--- config.mk ---
export PLATFORM = sky130hd
export DESIGN_NAME = cartesian_tuple_stepper_unit
export DESIGN_NICKNAME = d
export VERILOG_FILES = /design/src/hw/rtl/ctsu_pkg.sv /design/src/hw/rtl/ctsu_divider.sv /design/src/hw/rtl/ctsu_emit.sv /design/src/hw/rtl/cartesian_tuple_stepper_unit.sv
export SDC_FILE = /design/constraint.sdc
export NUM_CORES = 1
export LEC_CHECK = 0
export BUFFER_PORTS_ARGS = -buffer_cell sky130_fd_sc_hd__buf_2
export CAP_MARGIN = 10
export CORE_UTILIZATION = 55
export DETAILED_ROUTE_END_ITERATION = 10
export MAX_ROUTING_LAYER = met4
export PLACE_DENSITY = 0.75
export SYNTH_ARGS = -nofsm -noshare
export SYNTH_HDL_FRONTEND = slang
export SYNTH_SLANG_ARGS = --single-unit
--- constraint.sdc ---
create_clock -name clk -period 6.8 [get_ports clk]
set_input_delay 0.68 -clock clk [delete_from_list [all_inputs] [get_ports clk]]
set_output_delay 0.68 -clock clk [all_outputs]
set_load 0.005 [all_outputs]
--- src/hw/rtl/ctsu_pkg.sv ---
// ctsu_pkg: shared constants, codes, types and helpers of the tuple stepper
// used by ctsu_divider, ctsu_emit and cartesian_tuple_stepper_unit
`default_nettype none

package ctsu_pkg;

    localparam int MAX_GROUPS  = 8;
    localparam int DIGIT_BITS  = 8;
    localparam int RANK_BITS   = 64;
    localparam int GROUP_BITS  = $clog2(MAX_GROUPS);
    localparam int COUNT_BITS  = 4;
    localparam int OFFSET_BITS = 11;
    localparam int STATUS_BITS = 2;
    localparam int OPCODE_BITS = 2;
    localparam int LENGTHS_BITS = MAX_GROUPS * DIGIT_BITS;
    localparam int CFG_BITS    = LENGTHS_BITS;
    localparam int INDEX_BITS  = 1;
    localparam int DIVISOR_BITS = DIGIT_BITS + 1;
    localparam int ITER_BITS   = $clog2(RANK_BITS);

    typedef logic [DIGIT_BITS-1:0]   digit_t;
    typedef logic [RANK_BITS-1:0]    rank_t;
    typedef logic [GROUP_BITS-1:0]   group_t;
    typedef logic [COUNT_BITS-1:0]   count_t;
    typedef logic [OFFSET_BITS-1:0]  offset_t;
    typedef logic [STATUS_BITS-1:0]  status_t;
    typedef logic [OPCODE_BITS-1:0]  opcode_t;
    typedef logic [LENGTHS_BITS-1:0] lengths_t;
    typedef logic [CFG_BITS-1:0]     cfg_data_t;
    typedef logic [INDEX_BITS-1:0]   cfg_index_t;
    typedef logic [DIVISOR_BITS-1:0] divisor_t;

    localparam opcode_t OP_SEEK = 2'd0;
    localparam opcode_t OP_NEXT = 2'd1;
    localparam opcode_t OP_PREV = 2'd2;

    localparam status_t ST_OK    = 2'd0;
    localparam status_t ST_WRAP  = 2'd1;
    localparam status_t ST_RANGE = 2'd2;

    localparam cfg_index_t REG_GROUP_COUNT   = 1'b0;
    localparam cfg_index_t REG_GROUP_LENGTHS = 1'b1;

    typedef struct packed {
        logic    valid;
        group_t  pos;
        digit_t  digit;
        count_t  mult;
        status_t status;
        logic    last;
    } emit_req_t;

    function automatic digit_t max_digit(input lengths_t lengths, input group_t g);
        max_digit = lengths[g*DIGIT_BITS +: DIGIT_BITS];
    endfunction

    function automatic count_t active_groups(input count_t cnt);
        if (cnt == '0)
            active_groups = count_t'(1);
        else if (cnt > count_t'(MAX_GROUPS))
            active_groups = count_t'(MAX_GROUPS);
        else
            active_groups = cnt;
    endfunction

endpackage

`default_nettype wire

--- src/hw/rtl/ctsu_divider.sv ---
// ctsu_divider: bit-serial restoring divider, one quotient bit per cycle
// depends on ctsu_pkg
`default_nettype none

module ctsu_divider (
    input  wire logic              clk,
    input  wire logic              rst_n,
    input  wire logic              go,
    input  wire ctsu_pkg::rank_t   dividend,
    input  wire ctsu_pkg::divisor_t divisor,
    output logic                   done,
    output ctsu_pkg::rank_t        quotient,
    output ctsu_pkg::digit_t       remainder
);
    import ctsu_pkg::*;

    logic                 active_reg;
    logic                 done_reg;
    logic [ITER_BITS-1:0] iter_reg;
    rank_t                quot_reg;
    digit_t               rem_reg;
    divisor_t             div_reg;
    divisor_t             shifted;
    logic                 fits;

    assign shifted = {rem_reg, quot_reg[RANK_BITS-1]};
    assign fits    = (shifted >= div_reg);

    always_ff @(posedge clk or negedge rst_n)
    begin
        if (!rst_n)
        begin
            active_reg <= 1'b0;
            done_reg   <= 1'b0;
            iter_reg   <= '0;
        end
        else
        begin
            done_reg <= 1'b0;
            if (go)
            begin
                active_reg <= 1'b1;
                iter_reg   <= '0;
            end
            else if (active_reg)
            begin
                iter_reg <= iter_reg + 1'b1;
                if (iter_reg == ITER_BITS'(RANK_BITS - 1))
                begin
                    active_reg <= 1'b0;
                    done_reg   <= 1'b1;
                end
            end
        end
    end

    always_ff @(posedge clk)
    begin
        if (go)
        begin
            quot_reg <= dividend;
            rem_reg  <= '0;
            div_reg  <= divisor;
        end
        else if (active_reg)
        begin
            quot_reg <= {quot_reg[RANK_BITS-2:0], fits};
            rem_reg  <= fits ? DIGIT_BITS'(shifted - div_reg) : DIGIT_BITS'(shifted);
        end
    end

    assign done      = done_reg;
    assign quotient  = quot_reg;
    assign remainder = rem_reg;

endmodule

`default_nettype wire

--- src/hw/rtl/ctsu_emit.sv ---
// ctsu_emit: result register, scales one digit by the group count per result
// depends on ctsu_pkg
`default_nettype none

module ctsu_emit (
    input  wire logic                clk,
    input  wire logic                rst_n,
    input  wire ctsu_pkg::emit_req_t req,
    output logic                     strobe,
    output ctsu_pkg::group_t         group_position,
    output ctsu_pkg::offset_t        element_offset,
    output ctsu_pkg::status_t        status,
    output logic                     last
);
    import ctsu_pkg::*;

    localparam int PROD_BITS = DIGIT_BITS + COUNT_BITS;

    logic                 strobe_reg;
    group_t               pos_reg;
    offset_t              offset_reg;
    status_t              status_reg;
    logic                 last_reg;
    logic [PROD_BITS-1:0] prod;

    assign prod = PROD_BITS'(req.digit) * PROD_BITS'(req.mult);

    always_ff @(posedge clk or negedge rst_n)
    begin
        if (!rst_n)
            strobe_reg <= 1'b0;
        else
            strobe_reg <= req.valid;
    end

    always_ff @(posedge clk)
    begin
        if (req.valid)
        begin
            pos_reg    <= req.pos;
            offset_reg <= prod[OFFSET_BITS-1:0];
            status_reg <= req.status;
            last_reg   <= req.last;
        end
    end

    assign strobe         = strobe_reg;
    assign group_position = pos_reg;
    assign element_offset = offset_reg;
    assign status         = status_reg;
    assign last           = last_reg;

endmodule

`default_nettype wire

--- src/hw/rtl/cartesian_tuple_stepper_unit.sv ---
// cartesian_tuple_stepper_unit: top level, digit store, sequencer and config registers
// depends on ctsu_pkg, ctsu_divider and ctsu_emit
`default_nettype none

// usage:
// an item is taken when start is high and busy is low; opcode selects seek,
// next or prev, rank is used by seek only. config registers are written through
// wr_en / wr_index / wr_data, by the user only while busy is low: not enforced.
// each item returns one result per active group, group 0 first, each shown on
// the result ports for one cycle with strobe high; last marks the final group.
// next / prev: carry or borrow from the last group toward group 0, one group per
// cycle, then one result per group; busy drops as the last result enters the
// output register.
// seek: one bit-serial division per group, last group first, then the results;
// the divider sets the seek time.
// opcode 3: held digits are emitted unchanged; one item is worked at a time.
// reset: digits all zero, group count 1, all length fields 0, no result pending.
// results cannot be held off: the receiver must take each one as it appears.

module cartesian_tuple_stepper_unit (
    input  wire logic                 clk,
    input  wire logic                 rst_n,
    input  wire logic                 start,
    output logic                      busy,
    input  wire ctsu_pkg::opcode_t    opcode,
    input  wire ctsu_pkg::rank_t      rank,
    input  wire logic                 wr_en,
    input  wire ctsu_pkg::cfg_index_t wr_index,
    input  wire ctsu_pkg::cfg_data_t  wr_data,
    output logic                      strobe,
    output ctsu_pkg::group_t          group_position,
    output ctsu_pkg::offset_t         element_offset,
    output ctsu_pkg::status_t         status,
    output logic                      last
);
    import ctsu_pkg::*;

    localparam logic [2:0] S_IDLE      = 3'd0;
    localparam logic [2:0] S_SEEK_GO   = 3'd1;
    localparam logic [2:0] S_SEEK_WAIT = 3'd2;
    localparam logic [2:0] S_STEP      = 3'd3;
    localparam logic [2:0] S_EMIT      = 3'd4;

    logic [2:0] state_reg,  state_next;
    count_t     count_reg;
    lengths_t   lengths_reg;
    digit_t     digits_reg [MAX_GROUPS];
    digit_t     digits_next [MAX_GROUPS];
    count_t     m_reg,      m_next;
    group_t     grp_reg,    grp_next;
    group_t     idx_reg,    idx_next;
    opcode_t    op_reg,     op_next;
    status_t    stat_reg,   stat_next;
    rank_t      rank_reg,   rank_next;

    logic       div_go;
    logic       div_done;
    rank_t      div_quot;
    digit_t     div_rem;
    divisor_t   divisor;
    digit_t     cur_digit;
    digit_t     cur_max;
    group_t     last_grp;
    emit_req_t  req;

    assign cur_digit = digits_reg[grp_reg];
    assign cur_max   = max_digit(lengths_reg, grp_reg);
    assign divisor   = DIVISOR_BITS'(cur_max) + 1'b1;
    assign last_grp  = GROUP_BITS'(m_reg - 1'b1);
    assign busy      = (state_reg != S_IDLE);

    // config registers
    always_ff @(posedge clk or negedge rst_n)
    begin
        if (!rst_n)
        begin
            count_reg   <= count_t'(1);
            lengths_reg <= '0;
        end
        else if (wr_en)
        begin
            case (wr_index)
                REG_GROUP_COUNT:   count_reg   <= wr_data[COUNT_BITS-1:0];
                REG_GROUP_LENGTHS: lengths_reg <= wr_data;
                default:           ;
            endcase
        end
    end

    always_comb
    begin
        state_next  = state_reg;
        digits_next = digits_reg;
        m_next      = m_reg;
        grp_next    = grp_reg;
        idx_next    = idx_reg;
        op_next     = op_reg;
        stat_next   = stat_reg;
        rank_next   = rank_reg;
        div_go      = 1'b0;
        req         = '0;

        case (state_reg)
            S_IDLE:
            begin
                if (start)
                begin
                    m_next    = active_groups(count_reg);
                    grp_next  = GROUP_BITS'(active_groups(count_reg) - 1'b1);
                    idx_next  = '0;
                    op_next   = opcode;
                    stat_next = ST_OK;
                    rank_next = rank;
                    case (opcode)
                        OP_SEEK:
                        begin
                            for (int g = 0; g < MAX_GROUPS; g++)
                                digits_next[g] = '0;
                            state_next = S_SEEK_GO;
                        end
                        OP_NEXT, OP_PREV: state_next = S_STEP;
                        default:          state_next = S_EMIT;
                    endcase
                end
            end
            S_SEEK_GO:
            begin
                div_go     = 1'b1;
                state_next = S_SEEK_WAIT;
            end
            S_SEEK_WAIT:
            begin
                if (div_done)
                begin
                    digits_next[grp_reg] = div_rem;
                    rank_next            = div_quot;
                    if (grp_reg == '0)
                    begin
                        if (div_quot != '0)
                        begin
                            stat_next = ST_RANGE;
                            for (int g = 0; g < MAX_GROUPS; g++)
                                digits_next[g] = '0;
                        end
                        state_next = S_EMIT;
                    end
                    else
                    begin
                        grp_next   = grp_reg - 1'b1;
                        state_next = S_SEEK_GO;
                    end
                end
            end
            S_STEP:
            begin
                if (op_reg == OP_NEXT)
                begin
                    if (cur_digit < cur_max)
                    begin
                        digits_next[grp_reg] = cur_digit + 1'b1;
                        state_next           = S_EMIT;
                    end
                    else
                    begin
                        digits_next[grp_reg] = '0;
                        if (grp_reg == '0)
                        begin
                            stat_next  = ST_WRAP;
                            state_next = S_EMIT;
                        end
                        else
                            grp_next = grp_reg - 1'b1;
                    end
                end
                else
                begin
                    if (cur_digit != '0)
                    begin
                        digits_next[grp_reg] = cur_digit - 1'b1;
                        state_next           = S_EMIT;
                    end
                    else
                    begin
                        digits_next[grp_reg] = cur_max;
                        if (grp_reg == '0)
                        begin
                            stat_next  = ST_WRAP;
                            state_next = S_EMIT;
                        end
                        else
                            grp_next = grp_reg - 1'b1;
                    end
                end
            end
            S_EMIT:
            begin
                req.valid  = 1'b1;
                req.pos    = idx_reg;
                req.digit  = digits_reg[idx_reg];
                req.mult   = m_reg;
                req.status = stat_reg;
                req.last   = (idx_reg == last_grp);
                if (idx_reg == last_grp)
                    state_next = S_IDLE;
                else
                    idx_next = idx_reg + 1'b1;
            end
            default: state_next = S_IDLE;
        endcase
    end

    always_ff @(posedge clk or negedge rst_n)
    begin
        if (!rst_n)
        begin
            state_reg <= S_IDLE;
            for (int g = 0; g < MAX_GROUPS; g++)
                digits_reg[g] <= '0;
        end
        else
        begin
            state_reg  <= state_next;
            digits_reg <= digits_next;
        end
    end

    always_ff @(posedge clk)
    begin
        m_reg    <= m_next;
        grp_reg  <= grp_next;
        idx_reg  <= idx_next;
        op_reg   <= op_next;
        stat_reg <= stat_next;
        rank_reg <= rank_next;
    end

    ctsu_divider u_divider (
        .clk       (clk),
        .rst_n     (rst_n),
        .go        (div_go),
        .dividend  (rank_reg),
        .divisor   (divisor),
        .done      (div_done),
        .quotient  (div_quot),
        .remainder (div_rem)
    );

    ctsu_emit u_emit (
        .clk            (clk),
        .rst_n          (rst_n),
        .req            (req),
        .strobe         (strobe),
        .group_position (group_position),
        .element_offset (element_offset),
        .status         (status),
        .last           (last)
    );

endmodule

`default_nettype wire

==> reports/results.ini, run 1 <==
[status]
outcome=finished clean

[clock_tree]
post_cts_buffers=0
cts_hold_buf=0
cts_made_buffers=37
ctsResizeCount=0
cts.htree.levels=2
cts_tree=yes
root_buffer=clkbuf_16
clk-insertion-delay-late_ns=0.54
clkTransAtPathRegs_ns=0.06
clock_sinks=320
clock_path_buffers=3

[pwr]
clkPwrFrac_pct=22.2
combPwrFrac_pct=39.7
switching_power_uw=3542
internal-power_uw=5435
leakage_uw=0.008285
p_seq_share_pct=38.1
ir_drop_uv=269.5
switching_share_pct=39.46
p_per_area_nw_per_um2=464.4

[drt]
routed_wl_mm=44.30
dr_wl_met2_mm=21.33
viasPerCell=6.113
dr.first_iter.drc_count=1164
post_drt_wl_per_cell_microns=21.65
dr_wl_met3_mm=3.235
topRoutingLayerUsed=met4
drtAntennaViolNets=0
dr.pass1.iters=5
via_count=12510
met1_length_mm=18.29
post-route-drc-count=0

[die]
initial_core_util_pct=55.84
chipWidth_microns=178.0
dieArea_sq_um=31690
boundaryPins=154
design.core.area_sq_um=30510
dieHeight_microns=178.0
rows=64

[timing]
fmax_ghz=0.1957
finalClockSkew_ns=0.01933
worst_slew_pin_slew_ns=1.201
hold_violations=0
period_minus_slack_ns=5.111
rsz0062_at_grt=no
setup_viol=0
slew_violations=0
fin_crit_sh_pct=75.16
relSlewSlack_pct=19.66
fin_tns_setup_ns=0
fin_ws_ns=1.689

[synth]
synth_top_area_share_pct=29.61
synth_top_cell_by_area=edfxtp_1
synth_cell_types=89
synth_area_sq_um=17040
ys_async_sr_fraction_pct=45.00
yosysMostFrequentCell=nand2_1
ys_warn_count=0
synth_edf_count=168
syn_inst=1490
synth_commonest_cells=nand2_1, edfxtp_1, mux2_2
ys_seq_area_share_pct=51.71
synth-seq-cells=320
syn-num-nets=1677
post_synth.cell_area_avg_sq_um=11.43
synth_area_leaders=edfxtp_1, dfrtp_1, mux2_2
synthFlopType=edfxtp_1

[grt]
grt_max_degree=83
grt_antenna_before_repair=1
grt_pass1_vias=12330
grt_usage_pct=29.05
grt_pass1_wl_mm=68.69
grt.overflow.total=0

[setup_path]
critPathSlowestCell=a222oi_1
cp_max_fo=22
crit_arrival_ns=5.48
critPathBufInv=2
reg2reg_slack_ns=1.69
cpLargestDelayFamily=simple AND/OR/NAND/NOR gates
path_class=reg -> reg
required_ns=7.17
cp-end-kind=flop
r2r_cells=12
worst-path-stages=12
r2r_end=digits_reg[3]
reg2reg_from=grp_reg[1]
crit_top_cell=a222oi_1
crit_chain=buf_4, mux2_2, a222oi_1, and4_1, inv_2, ha_1, nand4_1, or4_1, nand2_1, nor2_1, a222oi_1, a21oi_1
cp-start-kind=flop
crit_path_max_incr_delay_ns=0.86

[layout]
area_delta_synth_final_pct=13.45
nFillCells=2366
regArea_sq_um=8810
multi_input_area_sq_um=7650
finalNetCount=1809
drive_gt1_share_pct=26.74

[placement]
place_hpwl_mm=31.20
port_buffers=153
place_congestion=1.001
dp_worst_setup_slack_ns=1.731

[run]
cap_violations=0

[hold_path]
holdCritPathClass=in -> async

==> placed cells by master (no fill, tap or decap), types with 24 or more instances in the layout <==
master     instances
edfxtp_1         168
mux2i_1           33
clkbuf_16         41
inv_1             58
buf_2            152
nor2_1            88
xnor2_1           24
nand3_1           31
ha_1              39
nand2_1          261
o21ai_0           28
mux2_2           150
a21oi_1           49
dfrtp_1          143
==> power groups by stage <==
stage	combinational, uW	clock (uW)	sequential [uW]
floorplan	2730	0	3130
global placement	3450	0	3410
detailed placement	3510	0	3420
CTS	3530	2020	3400
global route	3860	2090	3480
finish	3570	1990	3420
==> layout make-up <==
cell class,instances,area share [%]
Antenna cell,1,0.01295
Clock buffer,51,5.657
Clock inverter,15,0.6861
Inverter,63,1.236
Multi-Input combinational cell,1029,39.58
Sequential cell,320,45.58
Tap cell,396,2.563
Timing Repair Buffer,171,4.693
==> worst max path at each step <==
stage                                      to    startpoint  slack, ns
floorplan                         rank_reg[0]  state_reg[1]       0.67
global placement    u_emit.element_offset[10]  state_reg[1]       1.95
detailed placement  u_emit.element_offset[10]  state_reg[1]       1.73
CTS                 u_emit.element_offset[10]  state_reg[1]       1.72
global route        u_emit.element_offset[10]  state_reg[1]       1.34
finish                          digits_reg[3]    grp_reg[1]       1.69
==> metal layers <==
metal | track usage [%] | vias to the layer above
li1 | - | 5687
met1 | 38.09 | 6190
met2 | 44.96 | 528
met3 | 5.797 | 102
met4 | 10.47 | 0
met5 | - | -
==> cell families (layout without fill, tap and decap cells) <==
family / Yosys count / after routing / share of synthesized area (%)
other cells: 0 / 1 / 0
simple gates: 501 / 501 / 13.44
fa+ha+maj: 52 / 52 / 4.392
xor+xnor: 39 / 39 / 2.005
buf+inv: 141 / 300 / 3.488
compound gates: 225 / 225 / 9.723
flops: 320 / 320 / 51.71
mux: 212 / 212 / 15.25
==> worst register-to-register path: stages, from the launching register on <==
cell	delay, ns
edfxtp_1	0.85
buf_4	0.44
mux2_2	0.38
a222oi_1	0.30
and4_1	0.33
inv_2	0.11
ha_1	0.31
nand4_1	0.11
or4_1	0.63
nand2_1	0.32
nor2_1	0.12
a222oi_1	0.86
a21oi_1	0.19
==> through the flow <==
stage / cell area, sq um / utilization, % / power [uW] / cells / hold slack [ns]
floorplan: 17040 / - / 5867 / 1490 / 0.3844
global placement: 18090 / 59.31 / 6864 / 1978 / 0.4810
detailed placement: 18090 / 59.31 / 6929 / 1978 / 0.4943
CTS: 19320 / 63.32 / 8947 / 2044 / 0.2404
global route: 19330 / 63.36 / 9437 / 2046 / 0.2816
finish: 19330 / 63.36 / 8977 / 2046 / 0.2202
No activity file was read; power rests on OpenSTA's default activity.
==> run 2, diff against run 1 <==
--- a/config.mk
+++ b/config.mk
@@ -5,12 +5,13 @@
 export SDC_FILE = /design/constraint.sdc
 export NUM_CORES = 1
 export LEC_CHECK = 0
+export ABC_AREA = 1
 export BUFFER_PORTS_ARGS = -buffer_cell sky130_fd_sc_hd__buf_2
 export CAP_MARGIN = 10
 export CORE_UTILIZATION = 55
 export DETAILED_ROUTE_END_ITERATION = 10
 export MAX_ROUTING_LAYER = met4
-export PLACE_DENSITY = 0.75
+export PLACE_DENSITY = 0.77
 export SYNTH_ARGS = -nofsm -noshare
 export SYNTH_HDL_FRONTEND = slang
 export SYNTH_SLANG_ARGS = --single-unit
==> constraint.sdc (replaced) <==
create_clock -name clk -period 4.7 [get_ports clk]
set_input_delay 0.47 -clock clk [delete_from_list [all_inputs] [get_ports clk]]
set_output_delay 0.47 -clock clk [all_outputs]
set_load 0.005 [all_outputs]
==> reports/results.ini, run 2 <==
[status]
outcome=finished clean

[drt]
routed_wl_mm=53.10
drtAntennaViolNets=0
dr.first_iter.drc_count=1816
post-route-drc-count=0
via_count=16690
viasPerCell=5.638
dr.pass1.iters=6
post_drt_wl_per_cell_microns=17.94

[setup_path]
path_class=reg -> reg
reg2reg_from=state_reg[1]
reg2reg_slack_ns=0.32
critPathBufInv=2
critPathSlowestCell=fa_1
r2r_cells=18
crit_path_max_incr_delay_ns=0.54
r2r_end=u_emit.element_offset[10]
cp-end-kind=flop
cp_max_fo=9
required_ns=4.98
crit_chain=nor2_1, nand2_1, nor2_1, nand2_1, nand2_1, nand2_1, fa_1, inv_1, fa_1, inv_1, fa_1, o21ai_0, a21oi_1, o21bai_1, nand2_1, nand2_1, a21oi_1, xnor2_1
cpLargestDelayFamily=adder cells
cp-start-kind=flop
crit_arrival_ns=4.66
crit_top_cell=nand2_1

[die]
design.core.area_sq_um=33530
dieHeight_microns=186.4
boundaryPins=154
dieArea_sq_um=34750
rows=67
initial_core_util_pct=55.77
chipWidth_microns=186.4

[synth]
ys_async_sr_fraction_pct=45.00
synthFlopType=edfxtp_1
synth_cell_types=55
synth_area_leaders=edfxtp_1, dfrtp_1, nand2_1
syn_inst=2362
synth_top_area_share_pct=26.98
yosysMostFrequentCell=nand2_1
synth_edf_count=168
syn-num-nets=2549
post_synth.cell_area_avg_sq_um=7.918
synth_commonest_cells=nand2_1, o21ai_0, inv_1
ys_seq_area_share_pct=47.11
synth_area_sq_um=18700
ys_warn_count=0
synth_top_cell_by_area=edfxtp_1
synth-seq-cells=320

[timing]
holdWs_ns=0.1518
finalClockSkew_ns=0.02143
relSlewSlack_pct=29.51
setup_viol=0
period_minus_slack_ns=4.383
hold_violations=0
slew_violations=0
fin_tns_setup_ns=0
worst_slew_pin_slew_ns=1.054
fmax_ghz=0.2281
fin_crit_sh_pct=93.26

[clock_tree]
cts_tree=yes
cts.htree.levels=2
clock_path_buffers=3
cts_made_buffers=36
root_buffer=clkbuf_16
clk-insertion-delay-late_ns=0.54
clock_sinks=320
clkTransAtPathRegs_ns=0.06

[layout]
instances_no_fill=2960
finalNetCount=2672
final_cell_mix=nand2_1, o21ai_0, inv_1
final_common_cell=nand2_1
area_delta_synth_final_pct=12.81
drive_gt1_share_pct=14.50

[hold_path]
whs_path_depth=1
holdCritPathClass=in -> reg
holdPathEnd=op_reg[0]
hold_start=opcode[0]

[placement]
place_hpwl_mm=35.96
dp.cells=2894
place_congestion=1.033
port_buffers=153

[pwr]
ir_drop_uv=450.8
p_per_area_nw_per_um2=690.0
leakage_uw=0.009923

[grt]
grt_usage_pct=31.22
grt_max_degree=128
grt.overflow.total=0
grt_antenna_before_repair=2
grt_pass1_wl_mm=83.75
grt_pass1_vias=15750

[run]
cap_violations=0

[run 2: through the flow]
| step | cell area, sq um | setup WS, ns | util (%) | power (uW) |
|---|---|---|---|---|
| after detailed placement | 19910 | 0.3257 | 59.39 | 11520 |
| after floorplan | 18700 | 0.4566 | - | 9399 |
| after global routing | 21100 | -0.003612 | 62.91 | 15440 |
| final | 21100 | 0.3167 | 62.91 | 14560 |
| after CTS | 21090 | 0.3048 | 62.89 | 14420 |
| after global placement | 19910 | 0.4568 | 59.39 | 11360 |
[run 2: cell type report]
| cell class | instances | area, sq um |
|---|---|---|
| antenna | 2 | 5.005 |
| clock buffer | 47 | 982.2 |
| clock inverter | 16 | 182.7 |
| fill | 2919 | 12440 |
| inverter | 264 | 997.2 |
| multi-input combinational | 1665 | 8422 |
| sequential | 320 | 8810 |
| tap | 448 | 560.5 |
| timing repair buffer | 198 | 1137 |
[run 2: routing by layer]
| layer | track usage, % | up-vias | part of all wire, % |
|---|---|---|---|
| li1 | - | 7955 | - |
| met1 | 41.43 | 7808 | 42 |
| met2 | 49.41 | 792 | 46 |
| met3 | 3.856 | 133 | 7.9 |
| met4 | 11.35 | 0 | 3.5 |
| met5 | - | - | 0 |
[run 2: logic make-up after synthesis]
kind of cell | synth area share (%)
multiplexers | 3.011
AND/OR/NAND/NOR | 23.26
adder cells (fa/ha/maj) | 4.001
XOR/XNOR | 1.311
AO/OA/AOI/OAI | 13.31
buffers and inverters | 7.995
flip-flops | 47.11
[run 2: repair_timing]
item	4_1_cts	5_1_grt
endpoints found under the hold margin	9	0
resized for setup	0	1
buffers inserted	0	0
endpoints found under the setup margin	0	2
hold buffers	1	0
[run 2: how the worst max path moves through the flow]
stage	from	to	slack, ns	cells past startpoint
floorplan	idx_reg[0]	u_emit.element_offset[10]	0.46	21
global placement	state_reg[1]	u_emit.element_offset[10]	0.46	18
detailed placement	state_reg[1]	u_emit.element_offset[10]	0.33	18
CTS	state_reg[1]	u_emit.element_offset[10]	0.30	18
global route	state_reg[1]	u_emit.element_offset[10]	-0.004	18
finish	state_reg[1]	u_emit.element_offset[10]	0.32	18
[run 2: power by group]
group / leakage (uW) / switching (uW) / internal (uW)
sequential: 0.00361 / 580 / 4260
clock: 0.000573 / 1170 / 1650
combinational: 0.00574 / 4940 / 1970
total: 0.00992 / 6690 / 7870
==> run 3, diff against run 2 <==
--- a/config.mk
+++ b/config.mk
@@ -6,8 +6,9 @@
 export NUM_CORES = 1
 export LEC_CHECK = 0
 export ABC_AREA = 1
-export BUFFER_PORTS_ARGS = -buffer_cell sky130_fd_sc_hd__buf_2
+export BUFFER_PORTS_ARGS = -buffer_cell sky130_fd_sc_hd__clkbuf_2
 export CAP_MARGIN = 10
+export CORE_MARGIN = 2
 export CORE_UTILIZATION = 55
 export DETAILED_ROUTE_END_ITERATION = 10
 export MAX_ROUTING_LAYER = met4
==> reports/results.ini, run 3 (synthesis gave the netlist of run 2 again) <==
[setup_path]
crit_arrival_ns=4.57
required_ns=4.99
cp_max_fo=8
crit_path_max_incr_delay_ns=0.50
critPathBufInv=5
crit_top_cell=nand2_1
cpLargestDelayFamily=adder cells
path_class=reg -> reg
crit_chain=nor2_1, nand2_1, buf_4, inv_1, nand2_1, inv_1, nand2_1, fa_1, inv_1, fa_1, inv_1, fa_1, o21ai_0, a21oi_1, o21bai_1, nand2_1, nand2_1, a21oi_1, xnor2_1
critPathSlowestCell=fa_1
cp-start-kind=flop
cp-end-kind=flop

[timing]
holdWs_ns=-0.008086
finalClockSkew_ns=0.01721
relSlewSlack_pct=31.84
slew_violations=0
fin_crit_sh_pct=91.11
setup_viol=0
worst_slew_pin_slew_ns=1.022
period_minus_slack_ns=4.282
fmax_ghz=0.2335
hold_violations=3
rsz0062_at_grt=no
fin_tns_setup_ns=0

[layout]
diodes=0
final_common_cell=nand2_1
area_delta_synth_final_pct=12.79
nFillCells=2914
drive_gt1_share_pct=14.68
final_core_util_pct=62.90
final_cell_mix=nand2_1, o21ai_0, inv_1
finalNetCount=2669
instances_no_fill=2955

[pwr]
leakage_uw=0.009942
ir_drop_uv=417.7
p_per_area_nw_per_um2=683.1

[grt]
grt_pass1_wl_mm=83.99
grt_antenna_before_repair=0
grt_pass1_vias=16140
grt_usage_pct=30.69
grt.overflow.total=0
grt_max_degree=128

[drt]
dr.pass1.iters=5
post-route-drc-count=0
dr.first_iter.drc_count=1808
post_drt_wl_per_cell_microns=17.88
viasPerCell=5.688
via_count=16810
routed_wl_mm=52.83
drtAntennaViolNets=0

[placement]
dp.cells=2893
port_buffers=153
place_hpwl_mm=36.51
place_congestion=0.9871

[clock_tree]
cts_tree=yes
cts_made_buffers=35
cts_hold_buf=0
cts.htree.levels=2
clock_sinks=320
clk-insertion-delay-late_ns=0.55
clock_path_buffers=3
clkTransAtPathRegs_ns=0.07
root_buffer=clkbuf_16

[die]
design.core.area_sq_um=33530
chipWidth_microns=188.4
boundaryPins=154
dieArea_sq_um=35490
dieHeight_microns=188.4
initial_core_util_pct=55.77
rows=67

[status]
violations=hold timing
outcome=complete, but fails checks

[run]
cap_violations=0

[hold_path]
holdCritPathClass=in -> async

-- run 3: metal layers --
layer / up-vias / share of wire (%) / global-route usage, %
met5: - / 0 / -
met4: 0 / 4.6 / 13.46
met3: 171 / 8.2 / 4.396
met2: 790 / 46 / 47.66
met1: 7905 / 42 / 40.43
li1: 7941 / - / -
-- run 3: area by class of cell --
cell class | instances | area [sq um] | area share, %
flip-flops and latches | 320 | 8810 | 41.77
repair buffers | 196 | 1120 | 5.309
clock buffers | 50 | 1022 | 4.846
multi-input cells | 1665 | 8424 | 39.94
clock inverters | 12 | 158.9 | 0.7534
well taps | 448 | 560.5 | 2.657
inverters | 264 | 997.2 | 4.728
-- run 3: repair_timing --
action / CTS / global route
setup buffers: 0 / 0
endpoints found under the setup margin: 0 / 2
gates resized for setup: 0 / 2
-- run 3: per-stage QoR --
| stage | worst slack, ns | instance area [sq um] | power, uW |
|---|---|---|---|
| floorplan | 0.4566 | 18700 | 9399 |
| global placement | 0.4688 | 19910 | 11220 |
| detailed placement | 0.3649 | 19910 | 11420 |
| CTS | 0.3247 | 21090 | 14270 |
| global route | 0.004170 | 21090 | 15330 |
| finish | 0.4180 | 21090 | 14410 |
-- run 3: final timing paths --
kind / to / slack, ns / depth (start not counted) / start
hold / removal: digits_reg[45] / -0.008 / 1 / rst_n
hold reg to reg: digits_reg[47] / 0.48 / 2 / digits_reg[47]
max in group asynchronous: count_reg[0] / 3.63 / 2 / rst_n
min in group clk: op_reg[1] / 0.14 / 1 / opcode[1]
setup reg to reg: u_emit.element_offset[10] / 0.42 / 19 / state_reg[1]
setup / recovery: u_emit.element_offset[10] / 0.42 / 19 / state_reg[1]
-- run 3: report_power, final --
part           switching [uW]  internal [uW]  total [uW]  leakage, uW
Clock                    1160           1640        2800     0.000574
Combinational            4820           1940        6760      0.00576
Sequential                597           4250        4850      0.00361
Total                    6570           7840       14400      0.00994
